==> src/sv/assert_macros.svh <==
// assertion macros shared by the voxelizer rtl
// every macro samples on clk_i and is disabled while rst_ni is low
`ifndef ASSERT_MACROS_SVH
`define ASSERT_MACROS_SVH

// property must hold at every clock edge out of reset
`define ASSERT_CLK(lbl, prop, msg) \
  lbl: assert property (@(posedge clk_i) disable iff (!rst_ni) prop) \
    else $error(msg);

// condition must never be seen at a clock edge out of reset
`define ASSERT_NEVER(lbl, cond, msg) \
  `ASSERT_CLK(lbl, !(cond), msg)

`endif

==> src/sv/tdv_pkg.sv <==
// package for the trilinear density voxelizer
// types, field widths and default grid geometry; no dependencies
package tdv_pkg;

  localparam int GRID_XZ_DEF = 5;
  localparam int GRID_Y_DEF  = 17;
  localparam int CELL_XZ_DEF = 4;
  localparam int CELL_Y_DEF  = 8;

  localparam int SAMPLE_W     = 24;
  localparam int INDEX_W      = 9;
  localparam int POS_X_W      = 4;
  localparam int POS_Y_W      = 7;
  localparam int POS_Z_W      = 4;
  localparam int TILE_W       = 8;
  localparam int TILE_INDEX_W = POS_X_W + POS_Z_W + POS_Y_W;
  localparam int CORNERS      = 8;
  localparam int LATENCY      = 6;

  localparam logic [TILE_W-1:0] ROCK_ID_RST = 8'd1;

  typedef enum logic [0:0] {
    REQ_LOAD  = 1'b0,
    REQ_QUERY = 1'b1
  } req_type_e;

  typedef struct packed {
    req_type_e                   req_type;
    logic [INDEX_W-1:0]          sample_index;
    logic signed [SAMPLE_W-1:0]  sample_value;
    logic [POS_X_W-1:0]          pos_x;
    logic [POS_Y_W-1:0]          pos_y;
    logic [POS_Z_W-1:0]          pos_z;
  } req_t;

  typedef struct packed {
    logic [TILE_W-1:0]       tile_id;
    logic [TILE_INDEX_W-1:0] tile_index;
  } rsp_t;

  typedef struct packed {
    logic [POS_X_W-1:0] fx;
    logic [POS_Y_W-1:0] fy;
    logic [POS_Z_W-1:0] fz;
  } frac_t;

  typedef struct packed {
    logic                    valid;
    frac_t                   frac;
    logic [TILE_INDEX_W-1:0] tile_index;
  } qry_t;

endpackage

==> src/sv/tdv_addr.sv <==
// corner address generation: cell, fraction and clamped grid address per corner
// depends on tdv_pkg
module tdv_addr #(
  parameter int GRID_XZ = tdv_pkg::GRID_XZ_DEF,
  parameter int GRID_Y  = tdv_pkg::GRID_Y_DEF,
  parameter int CELL_XZ = tdv_pkg::CELL_XZ_DEF,
  parameter int CELL_Y  = tdv_pkg::CELL_Y_DEF,
  parameter int ADDR_W  = 9
) (
  input  tdv_pkg::req_t                              req_i,
  output logic [tdv_pkg::CORNERS-1:0][ADDR_W-1:0]    addr_o,
  output tdv_pkg::frac_t                             frac_o
);

  localparam logic [7:0] LAST_XZ = 8'(GRID_XZ - 1);
  localparam logic [7:0] LAST_Y  = 8'(GRID_Y - 1);
  localparam int         NX      = 1 << tdv_pkg::POS_X_W;
  localparam int         NY      = 1 << tdv_pkg::POS_Y_W;
  localparam int         NZ      = 1 << tdv_pkg::POS_Z_W;

  logic [7:0] cx, cy, cz;

  // cell and fraction lookup tables, one entry per fine position
  logic [7:0]                   cx_tab [NX];
  logic [tdv_pkg::POS_X_W-1:0]  fx_tab [NX];
  logic [7:0]                   cy_tab [NY];
  logic [tdv_pkg::POS_Y_W-1:0]  fy_tab [NY];
  logic [7:0]                   cz_tab [NZ];
  logic [tdv_pkg::POS_Z_W-1:0]  fz_tab [NZ];

  for (genvar p = 0; p < NX; p++) begin : g_xtab
    assign cx_tab[p] = 8'(p / CELL_XZ);
    assign fx_tab[p] = tdv_pkg::POS_X_W'(p % CELL_XZ);
  end

  for (genvar p = 0; p < NY; p++) begin : g_ytab
    assign cy_tab[p] = 8'(p / CELL_Y);
    assign fy_tab[p] = tdv_pkg::POS_Y_W'(p % CELL_Y);
  end

  for (genvar p = 0; p < NZ; p++) begin : g_ztab
    assign cz_tab[p] = 8'(p / CELL_XZ);
    assign fz_tab[p] = tdv_pkg::POS_Z_W'(p % CELL_XZ);
  end

  always_comb begin
    cx        = cx_tab[req_i.pos_x];
    cy        = cy_tab[req_i.pos_y];
    cz        = cz_tab[req_i.pos_z];
    frac_o.fx = fx_tab[req_i.pos_x];
    frac_o.fy = fy_tab[req_i.pos_y];
    frac_o.fz = fz_tab[req_i.pos_z];
  end

  for (genvar k = 0; k < tdv_pkg::CORNERS; k++) begin : g_corner
    localparam logic [7:0] DX = 8'((k >> 2) & 1);
    localparam logic [7:0] DY = 8'((k >> 1) & 1);
    localparam logic [7:0] DZ = 8'(k & 1);

    logic [7:0] ux, uy, uz;
    logic [7:0] gx, gy, gz;

    always_comb begin
      ux = cx + DX;
      uy = cy + DY;
      uz = cz + DZ;
      // upper corner saturates at the last grid plane
      gx = (ux > LAST_XZ) ? LAST_XZ : ux;
      gy = (uy > LAST_Y)  ? LAST_Y  : uy;
      gz = (uz > LAST_XZ) ? LAST_XZ : uz;
      addr_o[k] = ADDR_W'((ADDR_W'(gx) * ADDR_W'(GRID_XZ) + ADDR_W'(gz)) * ADDR_W'(GRID_Y)
                          + ADDR_W'(gy));
    end
  end

endmodule

==> config.mk <==
export PLATFORM = sky130hd
export DESIGN_NAME = tdv_addr
export DESIGN_NICKNAME = d
export VERILOG_FILES = /design/src/sv/assert_macros.svh /design/src/sv/tdv_pkg.sv /design/src/sv/tdv_addr.sv
export SDC_FILE = /design/constraint.sdc
export NUM_CORES = 1
export LEC_CHECK = 0
export BUFFER_PORTS_ARGS = -buffer_cell sky130_fd_sc_hd__buf_2
export CAP_MARGIN = 20
export CORE_ASPECT_RATIO = 0.8
export CORE_MARGIN = 4
export CORE_UTILIZATION = 54
export DETAILED_ROUTE_END_ITERATION = 8
export PLACE_DENSITY = 0.92
export REMOVE_ABC_BUFFERS = 1
export SLEW_MARGIN = 20
export SYNTH_ARGS = -nofsm -noshare
export SYNTH_HDL_FRONTEND = slang
export SYNTH_SLANG_ARGS = --single-unit
==> constraint.sdc <==
create_clock -name vclk -period 8.5
set_input_delay 0.85 -clock vclk [all_inputs]
set_output_delay 0.85 -clock vclk [all_outputs]
set_load 0.01 [all_outputs]
# ---- Word level (Yosys, flattened, before mapping)
# Memories as Yosys holds them, arrays and structs flattened.
# Cells that the tools add are included.
dict set report totals {
  regBits 0
  latch_bits 0
  mem_bits_rw 0
  mem_bits_ro 2304
  input_bits 49
  output_inout_bits 87
  elab_cells 57
  n_memories 6
}
# memory words width rd rd_clocked_by_memory_dff write_ports line_no
set mem_list {}
lappend mem_list {{(no name shown)} 128 8 1 0 0 tdv_addr.sv:48} ;# cy = cy_tab[req_i.pos_y];
lappend mem_list {{(no name shown)} 128 7 1 0 0 tdv_addr.sv:51} ;# frac_o.fy = fy_tab[req_i.pos_y];
lappend mem_list {{(no name shown)} 16 8 1 0 0 tdv_addr.sv:49} ;# cz = cz_tab[req_i.pos_z];
lappend mem_list {{(no name shown)} 16 8 1 0 0 tdv_addr.sv:47} ;# cx = cx_tab[req_i.pos_x];
lappend mem_list {{(no name shown)} 16 4 1 0 0 tdv_addr.sv:52} ;# frac_o.fz = fz_tab[req_i.pos_z];
lappend mem_list {{(no name shown)} 16 4 1 0 0 tdv_addr.sv:50} ;# frac_o.fx = fx_tab[req_i.pos_x];
dict set report classes {
  addsub 15
  mul 6
  div 0
  magnitude_cmp 9
  n_eq_ne 0
  shift 0
  muxes 18
  bitwise 3
  reduce_logical 0
}
# op n
set op_table {}
lappend op_table {{$add A9 B8 Y9} 12}
lappend op_table {{$mux W8} 12}
lappend op_table {{$mul A9 B5 Y9 const B} 4}
lappend op_table {{$gt A8 B3 Y1 const B} 4}
lappend op_table {{$add A8 B1 Y8 const B} 3}
lappend op_table {{$mul A8 B3 Y9 const B} 2}
lappend op_table {{$gt A8 B5 Y1 const B} 2}
lappend op_table {{$mux W4} 4}
lappend op_table {{$mux W7} 2}
lappend op_table {{$ge A5 B5 Y1 const B} 2}
lappend op_table {{$not A4 Y5} 2}
lappend op_table {{$ge A8 B8 Y1 const B} 1}
lappend op_table {{$not A7 Y8} 1}

# ---- Logic depth before layout (Yosys ltp)
dict set report logic_depth {
  depth_word 11
  mapped_depth 18
  depth_no_buf 17
}

# ---- Worst setup path before layout
# Ideal clock, no wire load.
dict set report synth_timing {
  kind {input port to output port}
  start {input port req_i[13] in the netlist's numbering}
  end {output port addr_o[53] in the netlist's numbering}
  arrival_time_ns 4.227
  path_slack_ns 3.423
  cell_stages 17
  path_buffers 1
  path_cell_list {buf_4 inv_1 ha_1 inv_1 ha_1 a21o_1 a21oi_1 xnor2_1 nor2_1 ha_1 ha_1 inv_1 fa_1 nor2b_1 nand2_1 nor3_1 xor2_1}
}
# element line_no
set synth_rtl {}
lappend synth_rtl {{from (decl)} tdv_addr.sv:10} ;# input tdv_pkg::req_t req_i,
lappend synth_rtl {{to (decl)} tdv_addr.sv:11} ;# output logic [tdv_pkg::CORNERS-1:0][ADDR_W-1:0] addr_o,

==> results.md <==
* Register area share after synthesis at 0%
* Area growth, synth to finish at 11.47%
* Worst EP required at 7.65 ns
* P_sw at 0.0003429 W
* Post-DP HPWL at 6624 µm
* Crit end category: output pin
* Hold_sp: req_i[0]
* GRT overflow at 0
* Placement Setup Slack at 2.753 ns
* Post-synthesis cell type count at 35
* Number of port buffers at 80
* Synth Warn # at 0
* Placer Congestion at 0.8529
* Post-CTS Setup Inserts at 0
* Vias in the first global route at 2647
* Initial DRC Count at 153
* Critical path launch point type: primary input
* Seq pwr share at 0%
* # clk buffers at 0
* Core area at 0.005094 mm²
* Setup CP Type: primary input to output pin
* PostCTS Resize Cnt at 0
* FFs & Latches at 0
* Num rows at 23
* First-pass GRT wire length at 12560 µm
* Min-Delay Path Class: primary input to output pin
* RSZ-0062 raised after global routing: false
* Hold-fix buffers, CTS at 0
* Int Power at 0.0002562 W
* Mapped cell area at 0.002892 mm²
* Number of antenna diodes at 0
* Area of the multi-input gates at 0.002621 mm²
* Ports at 136
* Power density cells at 185.9 mW/mm²
* Crit path launch: req_i[13]
* Clock share of power at 0%
* Sequential cell area at 0 µm²
* Via count at 2679
* Slew @ Worst Pin at 0.7783 ns
* Die Wd at 89.81 µm
* Setup violators final at 0
* Layout fillers at 419
* Max_cap viols at 0
* Largest net degree at the start of global routing at 15
* Final WS setup at 2.711 ns
* Nets at 546
* Post-DP Area at 0.003223 mm²
* Wire length per cell at 16.01 µm
* Final Hold Viols at 0
* Setup TNS at 0 ns
* Post-route design area at 0.003223 mm²
* DRC errors left at 0
* Fmax at 172.7 MHz
* Critical-path maximum fanout at 14
* Pins Over Slew Limit at 0
* Period utilization at 68.10%
* Die Ht at 73.45 µm
* Ratio of cells with drive above 1 in the final layout at 20.96%
* Initial core utilization at 56.77%
* Comb pwr share at 100.0%
* Arr. time, crit path at 4.94 ns
* Power after layout at 0.0005991 W
* Die area at 0.006597 mm²
* Mapped Avg Cell Area at 8.191 µm²
* Worst VDD drop at 0.08147 mV
* Switching Fraction at 57.24%
* DR pass1 iterations at 4
* Routed Antenna Nets at 0
* Initial antenna violation count at 0
* Leak at 1.683 nW
* Via density at 5.616
* Fin crit period at 5.789 ns
* Mapped Cells at 353
* Status: completed
* Final WL at 7639 µm
* Slew headroom at 47.57%
* Total track usage at 22.54%
[cell families (layout without fill, tap and decap cells)]
| kind of cell | after synthesis | after routing | synth area share, % |
|---|---|---|---|
| adder cells (fa/ha/maj) | 80 | 80 | 38.25 |
| AO/OA/AOI/OAI | 79 | 79 | 17.74 |
| XOR/XNOR | 71 | 71 | 22.89 |
| AND/OR/NAND/NOR | 64 | 64 | 10.73 |
| buffers and inverters | 58 | 113 | 10.25 |
| other | 1 | 8 | 0.1297 |
[metrics by stage]
stage          cells  hold slack, ns  utilization [%]
5_1_grt          477           1.700            63.28
4_1_cts          477           1.700            63.28
3_3_place_gp     477           1.700            63.28
6_report         477           1.700            63.28
3_5_place_dp     477           1.700            63.28
2_1_floorplan    335           1.700                -
[cells in the final DEF (no fill, tap or decap), types with 4 or more instances in the layout]
| master | n |
|---|---|
| buf_2 | 80 |
| ha_1 | 66 |
| xnor2_1 | 45 |
| inv_1 | 33 |
| a21oi_1 | 25 |
| xor2_1 | 23 |
| o21ai_0 | 20 |
| nor2_1 | 16 |
| a21o_1 | 16 |
| fa_1 | 14 |
| nand2_1 | 13 |
| nor2b_1 | 13 |
| nand3_1 | 10 |
| conb_1 | 8 |
| nor3_1 | 4 |
| nand4_1 | 4 |
[Yosys cell counts (3+ instances only)]
| master | number | share of area, % |
|---|---|---|
| o21ai_0 | 20 | 3.5 |
| inv_1 | 33 | 4.3 |
| ha_1 | 66 | 29 |
| nand2_1 | 13 | 1.7 |
| xor2_1 | 23 | 7.0 |
| o21bai_1 | 3 | 0.78 |
| nand3_1 | 10 | 1.7 |
| a21o_1 | 16 | 4.2 |
| fa_1 | 14 | 9.7 |
| nor2_1 | 16 | 2.1 |
| buf_2 | 3 | 0.52 |
| buf_4 | 20 | 5.2 |
| xnor2_1 | 45 | 14 |
| o211ai_1 | 3 | 0.78 |
| nor2b_1 | 13 | 2.8 |
| nand4_1 | 4 | 0.87 |
| a21oi_1 | 25 | 4.3 |
| nor3_1 | 4 | 0.69 |
[final timing paths]
path | to | cells past startpoint
setup / recovery | addr_o[70] | 19
hold / removal | frac_o[0] | 0
[metal layers]
layer | vias to the layer above | global-route usage, % | part of all wire [%]
met5 | - | 0 | 0
met4 | 0 | 3.912 | 1.5
met3 | 12 | 4.708 | 7.2
met2 | 107 | 41.83 | 50
met1 | 1255 | 27.62 | 41
li1 | 1305 | - | -
[cell type report]
class	instances	area share, %
Tap cell	62	2.407
Multi-Input combinational cell	302	81.33
Inverter	33	3.843
Timing Repair Buffer	80	12.42
[critical path, cell delays in order]
cell      delay [ns]
buf_2           0.27
inv_1           0.17
ha_1            0.42
inv_1           0.17
ha_1            0.35
a21o_1          0.19
a21oi_1         0.25
xnor2_1         0.17
nor2_1          0.06
ha_1            0.28
ha_1            0.17
inv_1           0.06
fa_1            0.37
xor2_1          0.54
nand3_1         0.17
o21ai_0         0.11
nor2_1          0.06
o311ai_0        0.08
buf_2           0.19
[power by group through the flow]
| stage | Sequential, W | Clock (W) | Combinational, W |
|---|---|---|---|
| after floorplan | 0 | 0 | 0.000397 |
| after global placement | 0 | 0 | 0.000570 |
| after detailed placement | 0 | 0 | 0.000594 |
| after CTS | 0 | 0 | 0.000597 |
| after global routing | 0 | 0 | 0.000658 |
| final | 0 | 0 | 0.000599 |
No activity file was read; power rests on OpenSTA's default activity.
